`src/sv/positional_list_insert_delete_core_defines.svh`:
```
// Assertion macros for the positional list core.
`ifndef POSITIONAL_LIST_INSERT_DELETE_CORE_DEFINES_SVH
`define POSITIONAL_LIST_INSERT_DELETE_CORE_DEFINES_SVH

`ifndef ASSERT_OFF

`define ASSERT_ALWAYS(label, clk, rst_n, cond) \
    label: assert property (@(posedge clk) disable iff (!rst_n) (cond)) \
        else $error("assertion failed");

`define ASSERT_IMPLIES(label, clk, rst_n, ante, cons) \
    label: assert property (@(posedge clk) disable iff (!rst_n) (ante) |-> (cons)) \
        else $error("assertion failed");

`define ASSERT_NEXT(label, clk, rst_n, ante, cons) \
    label: assert property (@(posedge clk) disable iff (!rst_n) (ante) |=> (cons)) \
        else $error("assertion failed");

`else

`define ASSERT_ALWAYS(label, clk, rst_n, cond)

`define ASSERT_IMPLIES(label, clk, rst_n, ante, cons)

`define ASSERT_NEXT(label, clk, rst_n, ante, cons)

`endif

`endif

```
`src/sv/plid_pkg.sv`:
```
package plid_pkg;

    localparam int CAPACITY = 16;
    localparam int CNT_W    = $clog2(CAPACITY + 1);
    localparam int ADDR_W   = (CAPACITY > 1) ? $clog2(CAPACITY) : 1;
    localparam int POS_W    = 5;
    localparam int VAL_W    = 32;
    localparam int CMP_W    = ((CNT_W > POS_W) ? CNT_W : POS_W) + 2;

    localparam logic [1:0] KIND_INSERT   = 2'd0;
    localparam logic [1:0] KIND_DELETE   = 2'd1;
    localparam logic [1:0] KIND_TRAVERSE = 2'd2;
    localparam logic [1:0] KIND_NONE     = 2'd3;

    localparam logic [1:0] ST_OK      = 2'd0;
    localparam logic [1:0] ST_INVALID = 2'd1;
    localparam logic [1:0] ST_EMPTY   = 2'd2;
    localparam logic [1:0] ST_FULL    = 2'd3;

    typedef struct packed {
        logic [1:0]              kind;
        logic [POS_W-1:0]        position;
        logic signed [VAL_W-1:0] value;
    } t_in;

    typedef struct packed {
        logic signed [VAL_W-1:0] item_value;
        logic [1:0]              status;
        logic                    last_of_run;
    } t_out;

    typedef struct packed {
        logic [1:0]       op;
        logic [POS_W-1:0] pos;
        logic [VAL_W-1:0] value;
    } t_cmd;

    typedef struct packed {
        logic valid;
        t_cmd cmd;
    } t_cmd_link;

endpackage

```
`src/sv/positional_list_insert_delete_core.sv`:
```
// Each command goes from the command queue through dispatch and its RAM steps to the
// result queue; insert shifts entries back, delete pulls them forward, traverse reads
// each entry in turn. The back end takes one item at a time; the entry RAM (one read or
// one write a cycle as used here, registered read) sets the pace; rejected items skip it.
// Reset (synchronous, active low) empties both queues and the list; RAM is not cleared.
module positional_list_insert_delete_core import plid_pkg::*; (
    input  logic i_clk,
    input  logic i_rst_n,
    input  t_in  i_item,
    input  logic push,
    output logic full,
    output t_out o_result,
    output logic empty,
    input  logic pop
);

    t_cmd_link cmd_link;
    logic      cmd_pop;

    plid_front u_front (
        .i_clk    (i_clk),
        .i_rst_n  (i_rst_n),
        .i_item   (i_item),
        .push     (push),
        .full     (full),
        .o_cmd    (cmd_link),
        .i_cmd_pop(cmd_pop)
    );

    plid_back u_back (
        .i_clk    (i_clk),
        .i_rst_n  (i_rst_n),
        .i_cmd    (cmd_link),
        .o_cmd_pop(cmd_pop),
        .o_result (o_result),
        .empty    (empty),
        .pop      (pop)
    );

endmodule

```
`src/sv/plid_ram.sv`:
```
module plid_ram #(
    parameter int WIDTH = 32,
    parameter int DEPTH = 16,
    localparam int AW = (DEPTH > 1) ? $clog2(DEPTH) : 1
) (
    input  logic             i_clk,
    input  logic             i_we,
    input  logic [AW-1:0]    i_waddr,
    input  logic [WIDTH-1:0] i_wdata,
    input  logic             i_re,
    input  logic [AW-1:0]    i_raddr,
    output logic [WIDTH-1:0] o_rdata
);

    logic [WIDTH-1:0] r_mem [DEPTH];
    logic [WIDTH-1:0] r_rdata;

    always_ff @(posedge i_clk) begin
        if (i_we) begin
            r_mem[i_waddr] <= i_wdata;
        end
        if (i_re) begin
            r_rdata <= r_mem[i_raddr];
        end
    end

    assign o_rdata = r_rdata;

endmodule

```
`src/sv/plid_front.sv`:
```
`include "positional_list_insert_delete_core_defines.svh"

module plid_front import plid_pkg::*; (
    input  logic      i_clk,
    input  logic      i_rst_n,
    input  t_in       i_item,
    input  logic      push,
    output logic      full,
    output t_cmd_link o_cmd,
    input  logic      i_cmd_pop
);

    t_cmd       r_q [2];
    logic       r_wp;
    logic       r_rp;
    logic [1:0] r_cnt;
    logic       enq;
    logic       deq;
    t_cmd       cmd_in;

    assign full = (r_cnt == 2'd2);
    // unused kind is accepted and dropped here
    assign enq  = push && !full && (i_item.kind != KIND_NONE);
    assign deq  = i_cmd_pop && (r_cnt != 2'd0);

    always_comb begin
        cmd_in.op    = i_item.kind;
        cmd_in.pos   = i_item.position;
        cmd_in.value = i_item.value;
    end

    always_ff @(posedge i_clk) begin
        if (!i_rst_n) begin
            r_wp  <= 1'b0;
            r_rp  <= 1'b0;
            r_cnt <= 2'd0;
        end else begin
            if (enq) begin
                r_wp <= ~r_wp;
            end
            if (deq) begin
                r_rp <= ~r_rp;
            end
            if (enq && !deq) begin
                r_cnt <= r_cnt + 2'd1;
            end else if (deq && !enq) begin
                r_cnt <= r_cnt - 2'd1;
            end
        end
    end

    always_ff @(posedge i_clk) begin
        if (enq) begin
            r_q[r_wp] <= cmd_in;
        end
    end

    assign o_cmd.valid = (r_cnt != 2'd0);
    assign o_cmd.cmd   = r_q[r_rp];

    `ASSERT_NEXT(a_front_fill, i_clk, i_rst_n, enq && !deq, r_cnt == $past(r_cnt) + 2'd1)
    `ASSERT_IMPLIES(a_front_ptrs, i_clk, i_rst_n, r_cnt == 2'd1, r_wp != r_rp)
    `ASSERT_IMPLIES(a_front_ptrs_eq, i_clk, i_rst_n, r_cnt != 2'd1, r_wp == r_rp)

endmodule

```
`src/sv/plid_back.sv`:
```
`include "positional_list_insert_delete_core_defines.svh"

module plid_back import plid_pkg::*; (
    input  logic      i_clk,
    input  logic      i_rst_n,
    input  t_cmd_link i_cmd,
    output logic      o_cmd_pop,
    output t_out      o_result,
    output logic      empty,
    input  logic      pop
);

    localparam logic [3:0] S_IDLE     = 4'd0;
    localparam logic [3:0] S_DISP     = 4'd1;
    localparam logic [3:0] S_INS_RD   = 4'd2;
    localparam logic [3:0] S_INS_WR   = 4'd3;
    localparam logic [3:0] S_INS_VAL  = 4'd4;
    localparam logic [3:0] S_DEL_RD0  = 4'd5;
    localparam logic [3:0] S_DEL_GONE = 4'd6;
    localparam logic [3:0] S_DEL_RD   = 4'd7;
    localparam logic [3:0] S_DEL_WR   = 4'd8;
    localparam logic [3:0] S_TRV_RD   = 4'd9;
    localparam logic [3:0] S_TRV_EMIT = 4'd10;
    localparam logic [3:0] S_RES      = 4'd11;

    logic [3:0]       r_state, n_state;
    logic [CNT_W-1:0] r_idx, n_idx;
    logic [CNT_W-1:0] r_occ, n_occ;
    t_cmd             r_cmd, n_cmd;
    t_out             r_res, n_res;

    logic              ram_we;
    logic [ADDR_W-1:0] ram_waddr;
    logic [VAL_W-1:0]  ram_wdata;
    logic              ram_re;
    logic [ADDR_W-1:0] ram_raddr;
    logic [VAL_W-1:0]  ram_rdata;

    logic [CMP_W-1:0] pos_m;
    logic [CMP_W-1:0] occ_m;
    logic [CMP_W-1:0] idx_m;
    logic             trv_last;

    t_out       r_rq [2];
    logic       r_rq_wp;
    logic       r_rq_rp;
    logic [1:0] r_rq_cnt;
    logic       rq_full;
    logic       rq_push;
    logic       rq_pop;
    t_out       rq_din;

    plid_ram #(
        .WIDTH(VAL_W),
        .DEPTH(CAPACITY)
    ) u_ram (
        .i_clk  (i_clk),
        .i_we   (ram_we),
        .i_waddr(ram_waddr),
        .i_wdata(ram_wdata),
        .i_re   (ram_re),
        .i_raddr(ram_raddr),
        .o_rdata(ram_rdata)
    );

    assign pos_m    = CMP_W'(r_cmd.pos);
    assign occ_m    = CMP_W'(r_occ);
    assign idx_m    = CMP_W'(r_idx);
    assign trv_last = (idx_m + CMP_W'(1) == occ_m);
    assign rq_full  = (r_rq_cnt == 2'd2);
    assign rq_pop   = pop && !empty;

    always_comb begin
        n_state   = r_state;
        n_idx     = r_idx;
        n_occ     = r_occ;
        n_cmd     = r_cmd;
        n_res     = r_res;
        o_cmd_pop = 1'b0;
        ram_we    = 1'b0;
        ram_waddr = r_idx[ADDR_W-1:0];
        ram_wdata = ram_rdata;
        ram_re    = 1'b0;
        ram_raddr = r_idx[ADDR_W-1:0];
        rq_push   = 1'b0;
        rq_din    = r_res;
        case (r_state)
            S_IDLE: begin
                if (i_cmd.valid) begin
                    o_cmd_pop = 1'b1;
                    n_cmd     = i_cmd.cmd;
                    n_state   = S_DISP;
                end
            end
            S_DISP: begin
                case (r_cmd.op)
                    KIND_INSERT: begin
                        if (pos_m == '0 || pos_m > occ_m + CMP_W'(1)) begin
                            n_res   = '{item_value: '0, status: ST_INVALID, last_of_run: 1'b1};
                            n_state = S_RES;
                        end else if (occ_m == CMP_W'(CAPACITY)) begin
                            n_res   = '{item_value: '0, status: ST_FULL, last_of_run: 1'b1};
                            n_state = S_RES;
                        end else begin
                            n_idx   = r_occ;
                            n_state = (pos_m == occ_m + CMP_W'(1)) ? S_INS_VAL : S_INS_RD;
                        end
                    end
                    KIND_DELETE: begin
                        if (pos_m == '0 || pos_m > occ_m) begin
                            n_res   = '{item_value: '0, status: ST_INVALID, last_of_run: 1'b1};
                            n_state = S_RES;
                        end else begin
                            n_idx   = CNT_W'(pos_m - CMP_W'(1));
                            n_state = S_DEL_RD0;
                        end
                    end
                    KIND_TRAVERSE: begin
                        if (r_occ == '0) begin
                            n_res   = '{item_value: '0, status: ST_EMPTY, last_of_run: 1'b1};
                            n_state = S_RES;
                        end else begin
                            n_idx   = '0;
                            n_state = S_TRV_RD;
                        end
                    end
                    default: begin
                        n_state = S_IDLE;
                    end
                endcase
            end
            // shift entries back one place, last first
            S_INS_RD: begin
                ram_re    = 1'b1;
                ram_raddr = ADDR_W'(idx_m - CMP_W'(1));
                n_state   = S_INS_WR;
            end
            S_INS_WR: begin
                ram_we  = 1'b1;
                n_idx   = r_idx - CNT_W'(1);
                n_state = (idx_m == pos_m) ? S_INS_VAL : S_INS_RD;
            end
            S_INS_VAL: begin
                ram_we    = 1'b1;
                ram_wdata = r_cmd.value;
                n_occ     = r_occ + CNT_W'(1);
                n_res     = '{item_value: r_cmd.value, status: ST_OK, last_of_run: 1'b1};
                n_state   = S_RES;
            end
            S_DEL_RD0: begin
                ram_re  = 1'b1;
                n_state = S_DEL_GONE;
            end
            S_DEL_GONE: begin
                n_res = '{item_value: ram_rdata, status: ST_OK, last_of_run: 1'b1};
                if (trv_last) begin
                    n_occ   = r_occ - CNT_W'(1);
                    n_state = S_RES;
                end else begin
                    n_state = S_DEL_RD;
                end
            end
            // pull later entries forward one place
            S_DEL_RD: begin
                ram_re    = 1'b1;
                ram_raddr = ADDR_W'(idx_m + CMP_W'(1));
                n_state   = S_DEL_WR;
            end
            S_DEL_WR: begin
                ram_we = 1'b1;
                n_idx  = r_idx + CNT_W'(1);
                if (idx_m + CMP_W'(2) == occ_m) begin
                    n_occ   = r_occ - CNT_W'(1);
                    n_state = S_RES;
                end else begin
                    n_state = S_DEL_RD;
                end
            end
            S_TRV_RD: begin
                ram_re  = 1'b1;
                n_state = S_TRV_EMIT;
            end
            S_TRV_EMIT: begin
                rq_din = '{item_value: ram_rdata, status: ST_OK, last_of_run: trv_last};
                if (!rq_full) begin
                    rq_push = 1'b1;
                    if (trv_last) begin
                        n_state = S_IDLE;
                    end else begin
                        n_idx   = r_idx + CNT_W'(1);
                        n_state = S_TRV_RD;
                    end
                end
            end
            S_RES: begin
                if (!rq_full) begin
                    rq_push = 1'b1;
                    n_state = S_IDLE;
                end
            end
            default: begin
                n_state = S_IDLE;
            end
        endcase
    end

    always_ff @(posedge i_clk) begin
        if (!i_rst_n) begin
            r_state <= S_IDLE;
            r_occ   <= '0;
            r_idx   <= '0;
        end else begin
            r_state <= n_state;
            r_occ   <= n_occ;
            r_idx   <= n_idx;
        end
    end

    always_ff @(posedge i_clk) begin
        r_cmd <= n_cmd;
        r_res <= n_res;
    end

    // result queue
    always_ff @(posedge i_clk) begin
        if (!i_rst_n) begin
            r_rq_wp  <= 1'b0;
            r_rq_rp  <= 1'b0;
            r_rq_cnt <= 2'd0;
        end else begin
            if (rq_push) begin
                r_rq_wp <= ~r_rq_wp;
            end
            if (rq_pop) begin
                r_rq_rp <= ~r_rq_rp;
            end
            if (rq_push && !rq_pop) begin
                r_rq_cnt <= r_rq_cnt + 2'd1;
            end else if (rq_pop && !rq_push) begin
                r_rq_cnt <= r_rq_cnt - 2'd1;
            end
        end
    end

    always_ff @(posedge i_clk) begin
        if (rq_push) begin
            r_rq[r_rq_wp] <= rq_din;
        end
    end

    assign empty    = (r_rq_cnt == 2'd0);
    assign o_result = r_rq[r_rq_rp];

    `ASSERT_ALWAYS(a_occ_bound, i_clk, i_rst_n, occ_m <= CMP_W'(CAPACITY))
    `ASSERT_IMPLIES(a_wr_in_list, i_clk, i_rst_n, ram_we, CMP_W'(ram_waddr) <= occ_m)
    `ASSERT_IMPLIES(a_occ_step, i_clk, i_rst_n, n_occ != r_occ,
        r_state == S_INS_VAL || r_state == S_DEL_GONE || r_state == S_DEL_WR)
    `ASSERT_IMPLIES(a_pop_idle, i_clk, i_rst_n, o_cmd_pop, r_state == S_IDLE)

endmodule
```
`config.mk`:
```
export PLATFORM = sky130hd
export DESIGN_NAME = positional_list_insert_delete_core
export DESIGN_NICKNAME = d
export VERILOG_FILES = /design/src/sv/plid_pkg.sv /design/src/sv/positional_list_insert_delete_core.sv /design/src/sv/plid_ram.sv /design/src/sv/plid_front.sv /design/src/sv/plid_back.sv
export VERILOG_INCLUDE_DIRS = /design/src /design/src/sv
export SDC_FILE = /design/constraint.sdc
export NUM_CORES = 1
export LEC_CHECK = 0
export ABC_AREA = 0
export ABC_CLOCK_PERIOD_IN_PS = 10000
export BUFFER_PORTS_ARGS = -buffer_cell sky130_fd_sc_hd__buf_4
export CAP_MARGIN = 40
export CORE_ASPECT_RATIO = 0.75
export CORE_UTILIZATION = 50
export CTS_BUF_LIST = sky130_fd_sc_hd__clkbuf_4 sky130_fd_sc_hd__clkbuf_8 sky130_fd_sc_hd__clkbuf_16
export CTS_CLUSTER_SIZE = 8
export DETAILED_ROUTE_END_ITERATION = 10
export PLACE_DENSITY = 0.66
export SLEW_MARGIN = 10
export SYNTH_ARGS = -nofsm -noshare
export SYNTH_HDL_FRONTEND = slang
export SYNTH_HIERARCHICAL = 1
export SYNTH_SLANG_ARGS = --single-unit
```
`constraint.sdc`:
```
create_clock -name i_clk -period 10 [get_ports i_clk]
set_input_delay 2 -clock i_clk [delete_from_list [all_inputs] [get_ports i_clk]]
set_output_delay 2 -clock i_clk [all_outputs]
set_load 0.005 [all_outputs]
```
==> results.cfg, run 1 <==
[outcome]
outcome = completed

[grt]
grt_pass1_wl_um = 106000
antenna_found_initial = 0
grt.busiest_layer = met2
grt_max_degree = 55
overflow = 0
use_met1_pct = 32.6
grt_pass1_vias = 16032
grtUsageMet2_pct = 35.6
met3_usage_pct = 5.14
grt_use_total_pct = 22.8

[cts]
postCtsResizedCells = 0
cts.sinks = 789
cts_buffer_depth = 3
clock_latency_ns = 0.66
cts_setup_buffers = 0
tritoncts = built
htree_num_levels = 3
cts-root-buf = clkbuf_16
path_clk_slew_ns = 0.05
postCtsHoldBufs = 0
numCtsBuffers = 108

[synthesis]
yosysWarnings = 6
synth-edff-count = 765
syn_area_um2 = 31700
ys_seq_area_share_pct = 73.9
synth.avg_cell_area_um2 = 19.3
ys_types = 71
syn-num-nets = 1717
ys.flop_type = edfxtp_1
ys_ff_latch = 789
synthArstFlopShare_pct = 0
synth_cells = 1641

[layout]
area_delta_synth_final_pct = 15.7
fin_cells = 2677
drive_gt1_share_pct = 32.1
multi_input_area_um2 = 8000
final_area_um2 = 36700
fin_util_pct = 58.8
final_nets = 1869
nFillCells = 4472
seqCellArea_um2 = 23500
layout_common_cells = edfxtp_1, mux2_2, mux4_2
antennaDiodeCount = 0
final_common_cell = edfxtp_1

[setup_path]
cp_max_fo = 19
cp_num_buf_inv = 2
cp-start-kind = flip-flop
critical-path-top-delay-family = flip-flops
rrSetupSlack_ns = 5.94
max_stage_delay_ns = 0.64
crit_required_ns = 8.00
endpoint_kind = output pin
criticalPathCategory = reg -> out
crit_arrival_ns = 2.07
critPathSlowestCell = dfxtp_2
cp_cell_sequence = buf_16, mux2_2, buf_4

[detailed_routing]
vias = 16063
dr.pass1.iters = 5
dr.first_iter.drc_count = 1389
final_antenna_net_count = 0
drt-total-wl_um = 72600
routedWlPerCell_um = 27.1
drc = 0
drt-vias-per-instance = 6.00

[timing]
max_freq_mhz = 246
rsz0062_at_grt = false
finalSetupViolations = 0
final.min_clock_period_ns = 4.07
fin_setup_tns_ns = 0
tightest_slew_ns = 0.826
fin_crit_sh_pct = 40.7
finalHoldViolCount = 0
worst_slack_ns = 5.93
slew_headroom_pct = 44.9
timing.hold.ws_ns = 0.508
fin_skew_ns = 0.0342
drv_slew = 0

[die]
die-area_um2 = 64500
start_util_pct = 50.9
io_pins = 80
die_w_um = 293
chipHeight_um = 220
core_um2 = 62400
row_count = 79

[placed_design]
gp_congestion = 0.881
post-place-ws_ns = 5.85
placed_area_um2 = 33600
placedCellCount = 2533
post-dp-hpwl_um = 39000
port_buffers = 79

[pwr]
p_comb_share_pct = 28.6
p_switching_mw = 3.45
p_int_mw = 7.94
ir_worst_vdd_mv = 0.233
p_clk_share_pct = 28.8
power.density_nw_per_um2 = 310
seqPwrFrac_pct = 42.6
swShare_pct = 30.3
power_mw = 11.4
leakage_nw = 11.9

[min_path]
min_path_type = reg -> reg

[job]
cap_violations = 0
path summary, 6_finish.rpt:
kind                startpoint                        to  cells after the start
max reg2reg  u_back/r_state[1]  u_back/u_ram/o_rdata[20]                     10
min reg2reg   u_front/r_cnt[1]          u_front/r_cnt[1]                      2
max                  flip-flop              o_result[12]                      3
min           u_front/r_cnt[1]          u_front/r_cnt[1]                      2
kinds of logic after synthesis:
| logic type | Yosys count | share of synthesized area (%) |
|---|---|---|
| xor+xnor | 38 | 1.12 |
| simple gates | 228 | 3.45 |
| fa+ha+maj | 33 | 1.35 |
| mux | 305 | 15.2 |
| compound gates | 149 | 3.50 |
| flops | 789 | 73.9 |
| buf+inv | 99 | 1.43 |
flip-flops by register name (all words and copies together) (netlist names), named ones only:
register              flops
u_front/r_rp              1
u_back/r_rq_wp            1
u_back/pos_m              5
u_back/r_res             34
u_back/u_ram/r_mem      512
u_back/r_occ              5
u_back/r_idx              5
u_back/u_ram/o_rdata     32
u_back/r_rq              70
u_front/r_q              78
u_front/r_wp              1
u_back/r_rq_rp            1
u_front/r_cnt             2
u_back/r_cmd             34
u_back/r_state            4
u_back/r_rq_cnt           2
tightest hold or removal path, cell delays in order (launching register included):
cell      delay (ns)
dfxtp_1         0.33
o21ai_0         0.07
a21boi_1        0.06
power groups by stage:
| stage | logic [mW] | registers (mW) | clock network [mW] |
|---|---|---|---|
| CTS | 3.28 | 4.86 | 3.35 |
| finish | 3.26 | 4.85 | 3.28 |
| floorplan | 2.38 | 4.71 | 0 |
| global placement | 3.09 | 4.93 | 0 |
| global route | 3.52 | 4.88 | 3.49 |
| detailed placement | 3.27 | 4.92 | 0 |
layout make-up:
class	count	area share (%)
inverters	18	0.184
well taps	850	2.90
flip-flops and latches	789	63.9
repair buffers	123	2.89
clock inverters	8	0.385
multi-input cells	753	21.8
clock buffers	136	7.94
synth_stat cells, types with 4 or more instances:
| library cell | n | share of area (%) |
|---|---|---|
| xnor2_1 | 20 | 0.55 |
| and2_1 | 8 | 0.16 |
| o22ai_1 | 6 | 0.12 |
| nand2b_1 | 13 | 0.26 |
| buf_2 | 23 | 0.36 |
| o211ai_1 | 4 | 0.095 |
| nand3_1 | 11 | 0.17 |
| nand2_1 | 60 | 0.71 |
| nand3b_1 | 5 | 0.12 |
| a22oi_1 | 64 | 1.5 |
| mux2_2 | 139 | 4.9 |
| nor2_1 | 81 | 0.96 |
| clkbuf_1 | 29 | 0.34 |
| or3_1 | 4 | 0.079 |
| nand4_1 | 6 | 0.12 |
| a21oi_1 | 24 | 0.38 |
| mux2i_1 | 37 | 1.2 |
| dfxtp_1 | 24 | 1.5 |
| o21ai_0 | 13 | 0.21 |
| nor3_1 | 9 | 0.14 |
| mux4_2 | 128 | 9.1 |
| nor2b_1 | 11 | 0.22 |
| xor2_1 | 15 | 0.41 |
| and3_1 | 8 | 0.16 |
| a21o_1 | 5 | 0.12 |
| buf_4 | 12 | 0.28 |
| buf_1 | 15 | 0.18 |
| edfxtp_1 | 765 | 72 |
| inv_1 | 17 | 0.20 |
| ha_1 | 31 | 1.2 |
metal layers:
layer,wire [µm],vias to the layer above
li1,-,6876
met1,30800,8409
met2,34300,665
met3,5860,113
met4,1600,0
met5,0,-
Note: power is estimated with default switching activity, not from simulation.
==> run 2, diff against run 1 <==
--- a/config.mk
+++ b/config.mk
@@ -7,7 +7,7 @@
 export NUM_CORES = 1
 export LEC_CHECK = 0
 export ABC_AREA = 0
-export ABC_CLOCK_PERIOD_IN_PS = 10000
+export ABC_CLOCK_PERIOD_IN_PS = 3300
 export BUFFER_PORTS_ARGS = -buffer_cell sky130_fd_sc_hd__buf_4
 export CAP_MARGIN = 40
 export CORE_ASPECT_RATIO = 0.75
@@ -15,7 +15,7 @@
 export CTS_BUF_LIST = sky130_fd_sc_hd__clkbuf_4 sky130_fd_sc_hd__clkbuf_8 sky130_fd_sc_hd__clkbuf_16
 export CTS_CLUSTER_SIZE = 8
 export DETAILED_ROUTE_END_ITERATION = 10
-export PLACE_DENSITY = 0.66
+export PLACE_DENSITY = 0.69
 export SLEW_MARGIN = 10
 export SYNTH_ARGS = -nofsm -noshare
 export SYNTH_HDL_FRONTEND = slang
==> constraint.sdc (replaced) <==
create_clock -name i_clk -period 3.3 [get_ports i_clk]
set_input_delay 0.66 -clock i_clk [delete_from_list [all_inputs] [get_ports i_clk]]
set_output_delay 0.66 -clock i_clk [all_outputs]
set_load 0.005 [all_outputs]
==> run 2 against run 1 <==
Sequential power increased to 3.0 times the previous value. Worst setup slack got worse by 5.6 ns. Global-route usage decreased by 0.49 points. Non-clock buffer count increased by 16. Clock skew decreased by 0.0061 ns. Highest routed layer unchanged. Count of clock-buffer cells in the layout increased by 2. Via count decreased by 0.11%.
==> results.cfg, run 2 (synthesis gave the netlist of run 1 again) <==
[timing]
slew_headroom_pct = 47.7
finalHoldViolCount = 0
fin_crit_sh_pct = 89.4
final.min_clock_period_ns = 2.95
fin_skew_ns = 0.0281
tightest_slew_ns = 0.782
finalSetupViolations = 0
drv_slew = 0
rsz0062_at_grt = false
max_freq_mhz = 339

[layout]
final_common_cell = edfxtp_1
multi_input_area_um2 = 8020
area_delta_synth_final_pct = 17.1
largest_reg_flops = 512
final_nets = 1885
antennaDiodeCount = 0
final_area_um2 = 37100
seqCellArea_um2 = 23500
layout_common_cells = edfxtp_1, mux2_2, mux4_2
reg_top3 = u_back/u_ram/r_mem: 512 flops, u_front/r_q: 78 flops, u_back/r_rq: 70 flops
drive_gt1_share_pct = 32.7
fin_util_pct = 59.6
fin_cells = 2693
nFillCells = 4401
regMostFlops = u_back/u_ram/r_mem

[setup_path]
rr_worst_depth = 11
criticalPathCategory = reg -> reg
endpoint_kind = flip-flop
crit_arrival_ns = 3.28
cp_max_fo = 32
r2r-start = u_back/r_occ[2]
cp-start-kind = flip-flop
rrSetupSlack_ns = 0.35
crit_required_ns = 3.63
r2r-end = u_back/r_res[18]

[detailed_routing]
dr.first_iter.drc_count = 1430
vias = 16046
routedWlPerCell_um = 26.3
final_antenna_net_count = 0
drt-total-wl_um = 70900
drc = 0
dr.pass1.iters = 5
drt-vias-per-instance = 5.96

[pwr]
swShare_pct = 30.1
p_switching_mw = 10.5
power.density_nw_per_um2 = 938
seqPwrFrac_pct = 42.3
p_clk_share_pct = 28.8
power_mw = 34.8
p_comb_share_pct = 29.0
p_int_mw = 24.3
ir_worst_vdd_mv = 0.619
leakage_nw = 12.0

[die]
io_pins = 80
core_um2 = 62400
start_util_pct = 50.9
die-area_um2 = 64500
chipHeight_um = 220
row_count = 79
die_w_um = 293

[placed_design]
port_buffers = 79
gp_congestion = 0.898
placed_area_um2 = 34100
post-dp-hpwl_um = 40900
placedCellCount = 2549

[cts]
postCtsHoldBufs = 0
numCtsBuffers = 108
path_clk_slew_ns = 0.05
tritoncts = built
clock_latency_ns = 0.66
cts.sinks = 789
cts_buffer_depth = 3
cts-root-buf = clkbuf_16
postCtsResizedCells = 0
cts_setup_buffers = 0
htree_num_levels = 3

[grt]
overflow = 0
grt_max_degree = 49
grt_use_total_pct = 22.3
antenna_found_initial = 0
grt_pass1_wl_um = 105000
grt_pass1_vias = 16219

[outcome]
outcome = completed

[min_path]
hold-path-endpoint = u_front/r_q[1][12]
min_path_cells = 1
hold_path_startpoint = i_item[12]
min_path_type = in -> reg

[job]
cap_violations = 0
-- run 2: changes by cell type in the layout (fill, tap and decap cells not counted), sizes merged --
cell    change
clkbuf      +2
clkinv      -3
buf        +16
inv         +1
-- run 2: worst max-delay path by stage --
stage	from	end	slack [ns]	cells past startpoint
after detailed placement	u_back/r_occ[2]	u_back/r_res[28]	0.36	11
after floorplan	u_back/r_state[1]	u_back/u_ram/r_mem[1][0]	-0.21	6
final	u_back/r_occ[2]	u_back/r_res[18]	0.35	11
after CTS	u_back/r_occ[2]	u_back/r_res[27]	0.35	11
after global placement	u_back/r_occ[2]	u_back/r_res[27]	0.44	11
after global routing	u_back/r_occ[2]	u_back/r_res[27]	0.12	11
-- run 2: power groups by stage --
stage | sequential (mW) | combinational [mW] | clock (mW)
after floorplan | 14.3 | 7.23 | 0
after global placement | 14.9 | 9.76 | 0
after detailed placement | 14.9 | 10.1 | 0
after CTS | 14.7 | 10.2 | 10.2
after global routing | 14.8 | 10.9 | 10.6
final | 14.7 | 10.1 | 10.0
-- run 2: final cells by class --
class | count | share of cell area, %
Clock buffer | 138 | 7.93
Clock inverter | 6 | 0.276
Inverter | 18 | 0.182
Multi-Input combinational cell | 753 | 21.6
Sequential cell | 789 | 63.1
Tap cell | 850 | 2.86
Timing Repair Buffer | 139 | 4.01
-- run 2: per-layer routing --
layer	track usage, %	up-vias	wire [µm]
li1	-	6923	-
met1	32.7	8351	31600
met2	34.3	656	32700
met3	4.05	116	4700
met4	7.45	0	1900
met5	0	-	0
-- run 2: per-stage QoR --
stage	hold WS, ns	TNS (ns)	setup WS, ns
floorplan	0.451	-20.56	-0.214
global placement	0.486	0	0.444
detailed placement	0.501	0	0.361
CTS	0.157	0	0.351
global route	0.160	0	0.121
finish	0.188	0	0.351
-- run 2: critical path, cell delays in order, from the launching register on --
cell	delay, ns
dfxtp_1	0.63
nand3_1	0.16
xnor2_1	0.16
ha_1	0.30
and3_1	0.20
and3_1	0.22
a211oi_2	0.22
nor2_1	0.09
nand2_1	0.07
nand4_1	0.10
nand2_1	0.21
buf_12	0.26
